--- src/rtl/core/timed_step_sequencer_macros.svh ---
// Assertion macros for the timed step sequencer RTL.
// Included by the top level; expects aclk and aresetn in scope.
`ifndef TIMED_STEP_SEQUENCER_MACROS_SVH
`define TIMED_STEP_SEQUENCER_MACROS_SVH

// Same-cycle implication, disabled during reset
`define TSS_ASSERT_NOW(name, ante, cons) \
    name: assert property (@(posedge aclk) disable iff (!aresetn) (ante) |-> (cons)) \
        else $error("timed_step_sequencer: same-cycle check failed");

// Next-cycle implication, disabled during reset
`define TSS_ASSERT_NEXT(name, ante, cons) \
    name: assert property (@(posedge aclk) disable iff (!aresetn) (ante) |=> (cons)) \
        else $error("timed_step_sequencer: next-cycle check failed");

`endif

--- src/rtl/core/tss_pkg.sv ---
// Shared types, constants and helper functions for the timed step sequencer.
// No dependencies; imported by tss_step_table and timed_step_sequencer.
`default_nettype none

package tss_pkg;

    // Table and field sizes
    localparam int MAX_STEPS = 16;
    localparam int SLOT_W    = $clog2(MAX_STEPS);
    localparam int COUNT_W   = $clog2(MAX_STEPS + 1);
    localparam int TAG_COUNT = 64;
    localparam int TAG_W     = 6;
    localparam int DUR_W     = 32;
    localparam int VOL_W     = 5;
    localparam int PCT_W     = 7;
    localparam int LEVEL_W   = 4;
    localparam int CFG_W     = 7;
    localparam int CFG_IDX_W = 2;

    // Reset values and limits
    localparam logic [VOL_W-1:0] VOLUME_RESET    = VOL_W'(10);
    localparam logic [PCT_W-1:0] START_PCT_RESET = PCT_W'(33);
    localparam logic [PCT_W-1:0] PCT_MAX         = PCT_W'(100);

    // Configuration register indexes
    localparam logic [CFG_IDX_W-1:0] CFG_STEP_COUNT   = 2'd0;
    localparam logic [CFG_IDX_W-1:0] CFG_START_VOLUME = 2'd1;
    localparam logic [CFG_IDX_W-1:0] CFG_PLAYER_READY = 2'd2;

    // What an input beat asks for
    typedef enum logic [1:0] {
        ITEM_TICK  = 2'd0,
        ITEM_START = 2'd1,
        ITEM_STOP  = 2'd2,
        ITEM_WRITE = 2'd3
    } item_kind_t;

    // Kind of one table step
    typedef enum logic [1:0] {
        STEP_PAUSE   = 2'd0,
        STEP_SOUND   = 2'd1,
        STEP_ULTRA   = 2'd2,
        STEP_INVALID = 2'd3
    } step_kind_t;

    // One step table entry
    typedef struct packed {
        step_kind_t         kind;
        logic [TAG_W-1:0]   tag;
        logic [DUR_W-1:0]   duration;
    } step_entry_t;

    // Result beat, last field in the lowest bits
    typedef struct packed {
        logic [SLOT_W-1:0]  current_step;
        logic               running;
        logic               accepted;
        logic [DUR_W-1:0]   play_duration;
        logic [LEVEL_W-1:0] ultrasound_level;
        logic [TAG_W-1:0]   sound_tag;
        logic [VOL_W-1:0]   volume_level;
        logic               set_volume;
        logic               play_ultrasound;
        logic               play_sound;
        logic               stop_player;
        logic               stop_ultrasound;
    } result_t;

    // Player volume (0..30) = round(pct * 30 / 100), pct clamped to 100.
    // Divide by 100 as multiply by 5243 / 2^19; exact for sums up to 3050.
    function automatic logic [VOL_W-1:0] pct_to_volume(input logic [PCT_W-1:0] pct);
        logic [PCT_W-1:0] p;
        logic [11:0]      num;
        logic [24:0]      prod;
        p    = (pct > PCT_MAX) ? PCT_MAX : pct;
        num  = 12'(p) * 12'd30 + 12'd50;
        prod = 25'(num) * 25'd5243;
        return prod[23:19];
    endfunction

    // Ultrasound level = round(round(vol * 100 / 30) / 10), which reduces
    // to floor((vol + 1) / 3); divide by 3 as multiply by 171 / 2^9.
    function automatic logic [LEVEL_W-1:0] volume_to_level(input logic [VOL_W-1:0] vol);
        logic [VOL_W:0] x;
        logic [13:0]    prod;
        x    = {1'b0, vol} + (VOL_W+1)'(1);
        prod = 14'(x) * 14'd171;
        return prod[12:9];
    endfunction

endpackage

`default_nettype wire

--- src/rtl/core/tss_step_table.sv ---
// Step table storage: kind, tag and duration for each slot.
// One write port, one combinational read port; no reset. Uses tss_pkg.
`default_nettype none

module tss_step_table
    import tss_pkg::*;
(
    input  wire logic              aclk,
    input  wire logic              wr_en,
    input  wire logic [SLOT_W-1:0] wr_slot,
    input  wire step_entry_t       wr_entry,
    input  wire logic [SLOT_W-1:0] rd_slot,
    output step_entry_t            rd_entry
);

    step_entry_t entry_reg [MAX_STEPS];

    // Slot write
    always_ff @(posedge aclk) begin
        if (wr_en) begin
            entry_reg[wr_slot] <= wr_entry;
        end
    end

    // Read at the current step
    assign rd_entry = entry_reg[rd_slot];

endmodule

`default_nettype wire

--- src/rtl/core/timed_step_sequencer.sv ---
// Top level of the timed step sequencer: state update, config and output stage.
// Depends on tss_pkg, tss_step_table and timed_step_sequencer_macros.svh.
`default_nettype none

// Looping step sequencer. Each input beat (tick, start, stop or step write)
// updates the sequencer state and produces exactly one result
// beat, which appears on the m_ side the cycle after acceptance. A beat is
// taken every cycle as long as the result register is empty or being drained
// in the same cycle, so sustained throughput is one item per clock; the single
// pass through the state update logic into the result register sets this.
// Configuration writes are taken at any time but must only be issued while
// no result is pending. The step table has no reset: write every slot below
// step_count before starting.

`include "timed_step_sequencer_macros.svh"

module timed_step_sequencer
    import tss_pkg::*;
(
    input  wire logic                 aclk,
    input  wire logic                 aresetn,
    // configuration write port
    input  wire logic                 cfg_we,
    input  wire logic [CFG_IDX_W-1:0] cfg_index,
    input  wire logic [CFG_W-1:0]     cfg_wdata,
    // input stream
    input  wire logic                 s_tvalid,
    output logic                      s_tready,
    // [3:0] step_slot, [5:4] step_kind, [11:6] step_tag, [43:12] step_duration
    input  wire logic [47:0]          s_tdata,
    // [1:0] kind
    input  wire logic [1:0]           s_tuser,
    // result stream
    output logic                      m_tvalid,
    input  wire logic                 m_tready,
    // [0] stop_ultrasound, [1] stop_player, [2] play_sound, [3] play_ultrasound,
    // [4] set_volume, [9:5] volume_level, [15:10] sound_tag,
    // [19:16] ultrasound_level, [51:20] play_duration, [52] accepted,
    // [53] running, [57:54] current_step
    output logic [63:0]               m_tdata
);

    localparam int RES_W = $bits(result_t);

    // Configuration registers
    logic [COUNT_W-1:0] step_count_reg;
    logic [PCT_W-1:0]   start_pct_reg;
    logic               player_ready_reg;

    // Sequencer state
    logic               running_reg, running_next;
    logic               active_reg, active_next;
    logic [SLOT_W-1:0]  step_idx_reg, step_idx_next;
    logic [DUR_W-1:0]   elapsed_reg, elapsed_next;
    logic [VOL_W-1:0]   volume_reg, volume_next;
    logic [MAX_STEPS-1:0] sound_mask_reg, sound_mask_next;

    // Output stage
    logic               m_tvalid_reg;
    result_t            res_reg;
    result_t            res;

    // Input fields
    item_kind_t         in_kind;
    logic [SLOT_W-1:0]  in_slot;
    step_kind_t         in_step_kind;
    logic [TAG_W-1:0]   in_tag;
    logic [DUR_W-1:0]   in_duration;
    logic               s_fire;

    // Working signals
    logic [COUNT_W-1:0] eff_count;
    logic [SLOT_W-1:0]  tick_idx;
    logic [COUNT_W-1:0] idx_inc;
    logic [DUR_W-1:0]   el_cur;
    logic               needs_player;
    logic               start_ok;
    logic               start_refused;
    logic               write_ok;
    logic               tag_known;
    logic               wr_en;
    step_entry_t        wr_entry;
    step_entry_t        rd_entry;

    assign in_kind      = item_kind_t'(s_tuser);
    assign in_slot      = s_tdata[3:0];
    assign in_step_kind = step_kind_t'(s_tdata[5:4]);
    assign in_tag       = s_tdata[11:6];
    assign in_duration  = s_tdata[43:12];

    // Output register frees up when drained
    assign s_tready = !m_tvalid_reg || m_tready;
    assign s_fire   = s_tvalid && s_tready;
    assign m_tvalid = m_tvalid_reg;
    assign m_tdata  = {(64 - RES_W)'(0), res_reg};

    // Step count clamped to the table size
    assign eff_count = (step_count_reg > COUNT_W'(MAX_STEPS)) ? COUNT_W'(MAX_STEPS)
                                                              : step_count_reg;
    // Index wraps to 0 if the count was lowered under it
    assign tick_idx  = ({1'b0, step_idx_reg} >= eff_count) ? '0 : step_idx_reg;
    assign tag_known = ({1'b0, rd_entry.tag} < (TAG_W+1)'(TAG_COUNT));

    // Any sound step below the count needs the player
    always_comb begin
        needs_player = 1'b0;
        for (int i = 0; i < MAX_STEPS; i++) begin
            if ((COUNT_W'(i) < eff_count) && sound_mask_reg[i]) begin
                needs_player = 1'b1;
            end
        end
    end

    assign start_ok = !((!player_ready_reg && needs_player) || (eff_count == '0));
    assign start_refused = s_fire && (in_kind == ITEM_START) && !start_ok;
    assign write_ok = (in_step_kind != STEP_INVALID) && (in_duration != '0)
                   && ({1'b0, in_slot} < COUNT_W'(MAX_STEPS));

    // Table write path
    assign wr_en             = s_fire && (in_kind == ITEM_WRITE) && write_ok;
    assign wr_entry.kind     = in_step_kind;
    assign wr_entry.tag      = (in_step_kind == STEP_PAUSE) ? '0 : in_tag;
    assign wr_entry.duration = in_duration;

    tss_step_table u_table (
        .aclk     (aclk),
        .wr_en    (wr_en),
        .wr_slot  (in_slot),
        .wr_entry (wr_entry),
        .rd_slot  (tick_idx),
        .rd_entry (rd_entry)
    );

    // Single-pass state update and result
    always_comb begin
        running_next    = running_reg;
        active_next     = active_reg;
        step_idx_next   = step_idx_reg;
        elapsed_next    = elapsed_reg;
        volume_next     = volume_reg;
        sound_mask_next = sound_mask_reg;
        el_cur          = elapsed_reg;
        idx_inc         = {1'b0, tick_idx} + COUNT_W'(1);
        res             = '0;
        res.accepted    = 1'b1;

        if (s_fire) begin
            unique case (in_kind)
                ITEM_TICK: begin
                    if (running_reg) begin
                        if (eff_count == '0) begin
                            running_next = 1'b0;
                        end else begin
                            step_idx_next = tick_idx;
                            if (!active_reg) begin
                                // first tick of a step issues its commands
                                unique case (rd_entry.kind)
                                    STEP_ULTRA: begin
                                        res.stop_player = player_ready_reg;
                                        if (tag_known) begin
                                            res.play_ultrasound = 1'b1;
                                            res.sound_tag       = rd_entry.tag;
                                            res.play_duration   = rd_entry.duration;
                                        end
                                    end
                                    STEP_SOUND: begin
                                        res.stop_ultrasound = 1'b1;
                                        if (player_ready_reg && tag_known) begin
                                            res.play_sound = 1'b1;
                                            res.sound_tag  = rd_entry.tag;
                                        end
                                    end
                                    STEP_PAUSE, STEP_INVALID: begin
                                        res.stop_ultrasound = 1'b1;
                                        res.stop_player     = 1'b1;
                                    end
                                endcase
                                active_next = 1'b1;
                                el_cur      = '0;
                            end else if (elapsed_reg != '1) begin
                                el_cur = elapsed_reg + DUR_W'(1);
                            end
                            elapsed_next = el_cur;
                            // step done: advance modulo the count
                            if (el_cur >= rd_entry.duration) begin
                                step_idx_next = (idx_inc >= eff_count) ? '0
                                                                       : idx_inc[SLOT_W-1:0];
                                active_next   = 1'b0;
                            end
                        end
                    end
                end
                ITEM_START: begin
                    volume_next    = pct_to_volume(start_pct_reg);
                    res.set_volume = player_ready_reg;
                    if (start_ok) begin
                        running_next  = 1'b1;
                        step_idx_next = '0;
                        active_next   = 1'b0;
                        elapsed_next  = '0;
                    end else begin
                        res.accepted = 1'b0;
                    end
                end
                ITEM_STOP: begin
                    running_next        = 1'b0;
                    active_next         = 1'b0;
                    res.stop_ultrasound = 1'b1;
                    res.stop_player     = player_ready_reg;
                end
                ITEM_WRITE: begin
                    if (write_ok) begin
                        running_next             = 1'b0;
                        active_next              = 1'b0;
                        step_idx_next            = '0;
                        elapsed_next             = '0;
                        sound_mask_next[in_slot] = (in_step_kind == STEP_SOUND);
                        res.stop_ultrasound      = 1'b1;
                        res.stop_player          = player_ready_reg;
                    end else begin
                        res.accepted = 1'b0;
                    end
                end
            endcase
        end

        // always-reported fields
        res.volume_level     = volume_next;
        res.ultrasound_level = volume_to_level(volume_next);
        res.running          = running_next;
        res.current_step     = step_idx_next;
    end

    // Configuration registers
    always_ff @(posedge aclk) begin
        if (!aresetn) begin
            step_count_reg   <= '0;
            start_pct_reg    <= START_PCT_RESET;
            player_ready_reg <= 1'b0;
        end else if (cfg_we) begin
            unique case (cfg_index)
                CFG_STEP_COUNT:   step_count_reg   <= cfg_wdata[COUNT_W-1:0];
                CFG_START_VOLUME: start_pct_reg    <= cfg_wdata[PCT_W-1:0];
                CFG_PLAYER_READY: player_ready_reg <= cfg_wdata[0];
                default: ;
            endcase
        end
    end

    // Sequencer state
    always_ff @(posedge aclk) begin
        if (!aresetn) begin
            running_reg    <= 1'b0;
            active_reg     <= 1'b0;
            step_idx_reg   <= '0;
            elapsed_reg    <= '0;
            volume_reg     <= VOLUME_RESET;
            sound_mask_reg <= '0;
        end else begin
            running_reg    <= running_next;
            active_reg     <= active_next;
            step_idx_reg   <= step_idx_next;
            elapsed_reg    <= elapsed_next;
            volume_reg     <= volume_next;
            sound_mask_reg <= sound_mask_next;
        end
    end

    // Result register
    always_ff @(posedge aclk) begin
        if (!aresetn) begin
            m_tvalid_reg <= 1'b0;
        end else if (s_fire) begin
            m_tvalid_reg <= 1'b1;
        end else if (m_tready) begin
            m_tvalid_reg <= 1'b0;
        end
    end

    always_ff @(posedge aclk) begin
        if (s_fire) begin
            res_reg <= res;
        end
    end

    // Checks
    `TSS_ASSERT_NEXT(a_write_rewinds, wr_en, (!running_reg && (step_idx_reg == '0)))
    `TSS_ASSERT_NEXT(a_refused_start_holds, start_refused, (running_reg == $past(running_reg)))
    `TSS_ASSERT_NOW(a_sound_needs_player, (m_tvalid_reg && res_reg.play_sound), player_ready_reg)
    `TSS_ASSERT_NOW(a_one_play, m_tvalid_reg, !(res_reg.play_sound && res_reg.play_ultrasound))

endmodule

`default_nettype wire

--- config.mk ---
export PLATFORM = sky130hd
export DESIGN_NAME = timed_step_sequencer
export DESIGN_NICKNAME = d
export VERILOG_FILES = /design/src/rtl/core/tss_pkg.sv /design/src/rtl/core/tss_step_table.sv /design/src/rtl/core/timed_step_sequencer.sv
export VERILOG_INCLUDE_DIRS = /design/src /design/src/rtl/core
export SDC_FILE = /design/constraint.sdc
export NUM_CORES = 1
export LEC_CHECK = 0
export ABC_AREA = 1
export BUFFER_PORTS_ARGS = -buffer_cell sky130_fd_sc_hd__buf_2
export CORE_MARGIN = 1
export CORE_UTILIZATION = 60
export DETAILED_ROUTE_END_ITERATION = 16
export PLACE_DENSITY = 0.82
export SYNTH_ARGS = -nofsm -noshare
export SYNTH_HDL_FRONTEND = slang
export SYNTH_SLANG_ARGS = --single-unit
--- constraint.sdc ---
create_clock -name aclk -period 13.55 [get_ports aclk]
set_input_delay 0.6775 -clock aclk [delete_from_list [all_inputs] [get_ports aclk]]
set_output_delay 0.6775 -clock aclk [all_outputs]
set_load 0.01 [all_outputs]
==> out/results.ini, run 1 <==
[sta]
fin_skew_ps=20.2
post-route-period-util_pct=88.5
hold_viol=0
rsz0062_at_grt=no
min_period_ps=11990
holdWs_ps=279
setup_tns_ps=0
tightest_slew_ps=1190
setup_violations=0
maxSlewViolCount=0
max-slew-margin-rel_pct=20.5
fmax_ghz=0.0834

[worst_setup_path]
crit_fanout=7
crit_type=register to register
cp-end-kind=register
worstPathArrival_ps=12370
worstPathRequired_ps=13930
slowest_delay_ps=560
slowest_stage=xnor2_1
start_kind=register

[floorplan]
ios=130
die_h_um=252
start_util_pct=60.7
core_um2=61700
rows=91
die-area_um2=63500
die_x_um=252

[run]
maxCapViolations=0

[cts]
htree_levels=3
clock-sinks=771
cts.hold.buffers_added=0
clk-insertion-delay-late_ps=640
clk_pin_slew_worst_paths_ps=50
clock_path_buffers=3
numCtsBuffers=79
root_buffer=clkbuf_16
postCtsSetupRepairBufs=0
ctsResizeCount=0
cts_tree=built

[logic_synthesis]
synthFlopType=edfxtp_1
synthTopCellsByArea=edfxtp_1 56%, nand2_1 7.9%, ha_1 5.5%
synth_top_cell_by_area=edfxtp_1
synth-edff-count=698
async_flop_share_pct=0
synth_seq_cells=771
syn_area_um2=37500
synth_top_area_share_pct=55.9
postSynthCellCount=3469
ys_seq_area_share_pct=59.8
postSynthAreaPerCell_um2=10.8
ys_warn_count=0
yosysUniqueCellTypes=50

[global_routing]
antenna_found_initial=10
grt_first_pass_wirelength_um=142000
grt_usage_pct=29.4
grt_max_degree=109
grt_pass1_vias=25600
grt_overflow_total=0

[cells_and_area]
fillers=4368
ff_latch_area_um2=22400
fin_nets=3824
syn2layout_area_growth_pct=9.78
multi_input_area_um2=12800
largest_reg_flops=640
final_area_um2=41100
layout-drive-gt1-share_pct=9.44

[power]
seqPwrFrac_pct=24.4
swShare_pct=41.5
power.net_switching_uw=4590
comb_power_share_pct=56.2
power_density_nw_per_um2=268
p_clk_share_pct=19.4
power.leakage_uw=0.0162
ir_drop_mv=0.824
p_int_uw=6450

[outcome]
status=complete, no violations

[routing]
wl_um=93500
detail-route-antenna-nets=0
dr.pass1.iters=6
via_per_inst=6.02
first_iter_violations=3256
vias=26800
post_drt_wl_per_cell_um=21.0
route.detailed.drc=0

[place]
place.gp.congestion=0.960
portBuffers=119
place_area_um2=38600
dp_hpwl_um=54800

[worst_hold_path]
hold_path_class=primary input to register

path summary, 6_finish.rpt:
check	slack [ps]	startpoint	depth (start not counted)	to
setup / recovery	1560	start_pct_reg[5]$_SDFFE_PN1P_	58	m_tdata[18]$_DFFE_PP_
hold reg to reg	460	sound_mask_reg[4]$_SDFFE_PN0P_	2	sound_mask_reg[4]$_SDFFE_PN0P_
hold / removal	280	cfg_wdata[5]	3	start_pct_reg[5]$_SDFFE_PN1P_
setup reg to reg	1560	start_pct_reg[5]$_SDFFE_PN1P_	58	m_tdata[18]$_DFFE_PP_
layer usage:
metal / up-vias / part of all wire, % / track usage [%]
met3: 259 / 11 / 5.95
met5: - / 0.086 / 0
met4: 12 / 4.4 / 14.4
li1: 12300 / - / -
met1: 12600 / 38 / 37.8
met2: 1564 / 47 / 47.9
power by group through the flow:
| stage | logic (uW) | clock network (uW) | registers (uW) |
|---|---|---|---|
| 6_report | 6200 | 2140 | 2690 |
| 5_1_grt | 7320 | 2240 | 2690 |
| 4_1_cts | 6240 | 2150 | 2690 |
| 3_5_place_dp | 6170 | 0 | 2740 |
| 3_3_place_gp | 5990 | 0 | 2740 |
| 2_1_floorplan | 4860 | 0 | 2750 |
synthesized netlist by cell type (all sizes together), types with 2 or more instances:
cell type and n:
a211oi 8, a21o 5, a21oi 108, a31oi 7
and2 34, and3 3, buf 109, clkbuf 60
dfxtp 73, edfxtp 698, fa 54, ha 164
inv 375, nand2 794, nand3 298, nand3b 3
nand4 56, nor2 184, nor3 26, nor4 15
o211ai 72, o21a 5, o21ai 125, o21bai 3
o221ai 133, o31ai 2, or2 18, xnor2 10
xor2 21
stage by stage:
| stage | setup WS (ps) | util [%] | cells | power [uW] |
|---|---|---|---|---|
| 3_5_place_dp | 1600 | 62.5 | 4298 | 8910 |
| 6_report | 1560 | 66.7 | 4444 | 11000 |
| 5_1_grt | 327 | 66.7 | 4442 | 12300 |
| 2_1_floorplan | 2820 | - | 3474 | 7610 |
| 3_3_place_gp | 1790 | 62.5 | 4298 | 8730 |
| 4_1_cts | 1520 | 66.7 | 4440 | 11100 |
cell usage in the layout (no fill, tap or decap), types with 34 or more instances in the layout:
master | synthesis | layout
nand2_1 | 789 | 789
edfxtp_1 | 698 | 698
inv_1 | 366 | 348
nand3_1 | 292 | 292
nor2_1 | 173 | 172
ha_1 | 164 | 164
o221ai_1 | 133 | 133
buf_2 | 72 | 119
o21ai_0 | 113 | 113
a21oi_1 | 106 | 106
clkbuf_16 | 0 | 81
o211ai_1 | 72 | 72
dfxtp_1 | 73 | 72
nand4_1 | 56 | 56
fa_1 | 54 | 54
buf_4 | 23 | 37
and2_1 | 34 | 34
critical path, delay by kind of cell (launching register included):
family,cells,cell delay (ps)
flip-flops,1,410
buffers and inverters,11,800
XOR/XNOR,2,640
adder cells (fa/ha/maj),15,5430
AO/OA/AOI/OAI,12,2110
AND/OR/NAND/NOR,18,2350
layout make-up:
class | instances | area share (%)
Antenna cell | 4 | 0.0243
Clock buffer | 92 | 5.05
Clock inverter | 50 | 1.16
Inverter | 376 | 3.45
Multi-Input combinational cell | 2158 | 31.1
Sequential cell | 771 | 54.5
Tap cell | 837 | 2.55
Timing Repair Buffer | 156 | 2.12
kinds of logic (layout without fill, tap and decap cells):
| family | after synthesis | after routing | synth area share [%] |
|---|---|---|---|
| other cells | 1 | 10 | 0.0100 |
| fa+ha+maj | 218 | 218 | 8.36 |
| flops | 771 | 771 | 59.8 |
| mux | 1 | 1 | 0.0267 |
| simple gates | 1431 | 1431 | 16.6 |
| xor+xnor | 31 | 31 | 0.745 |
| compound gates | 471 | 471 | 8.33 |
| buf+inv | 545 | 674 | 6.08 |
Power figures use the tool's default switching activity.
==> run 2: changes to the inputs <==
--- a/config.mk
+++ b/config.mk
@@ -9,8 +9,9 @@
 export ABC_AREA = 1
 export BUFFER_PORTS_ARGS = -buffer_cell sky130_fd_sc_hd__buf_2
+export CAP_MARGIN = 40
 export CORE_MARGIN = 1
 export CORE_UTILIZATION = 60
 export DETAILED_ROUTE_END_ITERATION = 16
-export PLACE_DENSITY = 0.82
+export PLACE_DENSITY = 0.77
 export SYNTH_ARGS = -nofsm -noshare
 export SYNTH_HDL_FRONTEND = slang
==> constraint.sdc (replaced) <==
create_clock -name aclk -period 13.55 [get_ports aclk]
set_input_delay 2.71 -clock aclk [delete_from_list [all_inputs] [get_ports aclk]]
set_output_delay 2.71 -clock aclk [all_outputs]
set_load 0.01 [all_outputs]
==> run 2 against run 1 <==
Critical path depth did not move. Worst setup slack improved by 120 ps. Count of clock-buffer cells in the layout is 1 lower. Final cell count increased by 0.14%. Sequential share of layout area shrank 0.29 points. Hold slack better by 190 ps. Utilization is 0.36 points higher. Die area unchanged. Clock skew increased by 11 ps. Total power rose by 1.0%. Critical endpoint unchanged. Highest routed layer unchanged.
==> out/results.ini, run 2 (synthesized netlist as in run 1, its figures left out) <==
[routing]
via_per_inst=5.92  ; -1.7%
route.detailed.drc=0  ; unchanged
detail-route-antenna-nets=0  ; unchanged
dr.pass1.iters=6  ; unchanged
vias=26300  ; -1.6%
wl_um=91600  ; -2.0%
first_iter_violations=3272  ; +0.49%
post_drt_wl_per_cell_um=20.6  ; -2.1%

[power]
power_density_nw_per_um2=270  ; +0.48%
ir_drop_mv=0.590  ; -28%
total_power_uw=11200  ; +1.0%
power.leakage_uw=0.0163  ; +0.57%

[sta]
hold_viol=0  ; unchanged
setup_tns_ps=0  ; unchanged
min_period_ps=11870  ; -121 ps
fmax_ghz=0.0843  ; +1.0%
tightest_slew_ps=1060  ; -130 ps
rsz0062_at_grt=no
fin_skew_ps=31.0  ; +10.8 ps
post-route-period-util_pct=87.6  ; -0.89 points
holdWs_ps=470  ; +191 ps
maxSlewViolCount=0  ; unchanged
max-slew-margin-rel_pct=29.3  ; +8.8 points
setup_slack_ps=1680  ; +121 ps
setup_violations=0  ; unchanged

[worst_setup_path]
crit_type=register to register
start_kind=register
crit_buf_inv=11  ; unchanged
cp-end-kind=register
worstRegToRegCells=58  ; unchanged
worstPathArrival_ps=12220  ; -150 ps
slowest_stage=xnor2_1
crit_cells=58  ; unchanged
crit_family=adder cells
critPathMostFrequentCell=nand2_1
crit_fanout=7  ; unchanged
worstPathRequired_ps=13900  ; -30 ps
slowest_delay_ps=560  ; about the same

[cells_and_area]
final_core_util_pct=67.0  ; +0.36 points
layout_common_cells=789 x nand2_1, 698 x edfxtp_1, 348 x inv_1
largest_reg_flops=640  ; unchanged
fin_nets=3829  ; +0.13%
syn2layout_area_growth_pct=10.4
layout_commonest_cell=nand2_1
layout-drive-gt1-share_pct=9.81  ; +0.37 points

[cts]
clk_pin_slew_worst_paths_ps=60  ; about the same
root_buffer=clkbuf_16
ctsResizeCount=0  ; unchanged
clock-sinks=771  ; unchanged
cts_tree=built
postCtsSetupRepairBufs=0  ; unchanged
cts.hold.buffers_added=0  ; unchanged
numCtsBuffers=76  ; -3.8%
clock_path_buffers=3  ; unchanged
htree_levels=3  ; unchanged
clk-insertion-delay-late_ps=630  ; about the same

[global_routing]
grt_usage_pct=28.8  ; -0.61 points
grt_pass1_vias=24800  ; -3.0%
antenna_found_initial=7  ; -3
grt_first_pass_wirelength_um=138000  ; -2.3%
grt_max_degree=240  ; +120%
grt_overflow_total=0  ; unchanged

[floorplan]
die_h_um=252  ; unchanged
rows=91  ; unchanged
die-area_um2=63500  ; unchanged
die_x_um=252  ; unchanged
start_util_pct=60.7  ; unchanged
core_um2=61700  ; unchanged
ios=130  ; unchanged

[run]
maxCapViolations=0  ; unchanged

[worst_hold_path]
hold_path_class=register to register
holdPathStages=2  ; -1

[place]
dp_slack_ps=1690  ; +86.5 ps
portBuffers=119  ; unchanged
place.gp.congestion=0.937  ; -2.4%
dp_hpwl_um=53500  ; -2.4%

[outcome]
status=complete, no violations

==> run 2: metrics by stage <==
stage | std cells | instance area (um2)
after floorplan | 3474 | 37500
after global placement | 4297 | 38600
after detailed placement | 4306 | 38700
after CTS | 4446 | 41400
after global routing | 4447 | 41400
final | 4450 | 41400
==> run 2: worst paths after layout <==
check	startpoint	end	slack [ps]
hold reg to reg	sound_mask_reg[12]$_SDFFE_PN0P_	sound_mask_reg[12]$_SDFFE_PN0P_	470
setup / recovery	start_pct_reg[5]$_SDFFE_PN1P_	m_tdata[18]$_DFFE_PP_	1680
hold / removal	sound_mask_reg[12]$_SDFFE_PN0P_	sound_mask_reg[12]$_SDFFE_PN0P_	470
setup reg to reg	start_pct_reg[5]$_SDFFE_PN1P_	m_tdata[18]$_DFFE_PP_	1680
==> run 2: tightest hold or removal path, cell delays in order (launching register included) <==
cell and delay [ps]:
dfxtp_1 290, inv_1 60, a211oi_1 60
==> run 2: metal layers <==
metal | track usage, % | vias to the layer above | wire [um]
li1 | - | 12300 | -
met4 | 13.3 | 6 | 4020
met3 | 5.75 | 238 | 9060
met1 | 38.6 | 12500 | 36400
met2 | 45.6 | 1311 | 42100
met5 | 0 | - | 40
==> run 2: area by class of cell <==
type | count | area, um2
tap | 837 | 1050
timing repair buffer | 164 | 1010
antenna | 4 | 10.0
multi-input combinational | 2158 | 12800
sequential | 771 | 22400
fill | 4443 | 20300
inverter | 376 | 1420
clock buffer | 91 | 2050
clock inverter | 49 | 583
==> run 2: report_power, final <==
part	switching [uW]	total (uW)	internal [uW]	leakage, uW
clock network	903	2190	1290	0.00127
registers	11.5	2690	2680	0.00695
logic	3740	6270	2540	0.00809
total	4650	11200	6500	0.0163
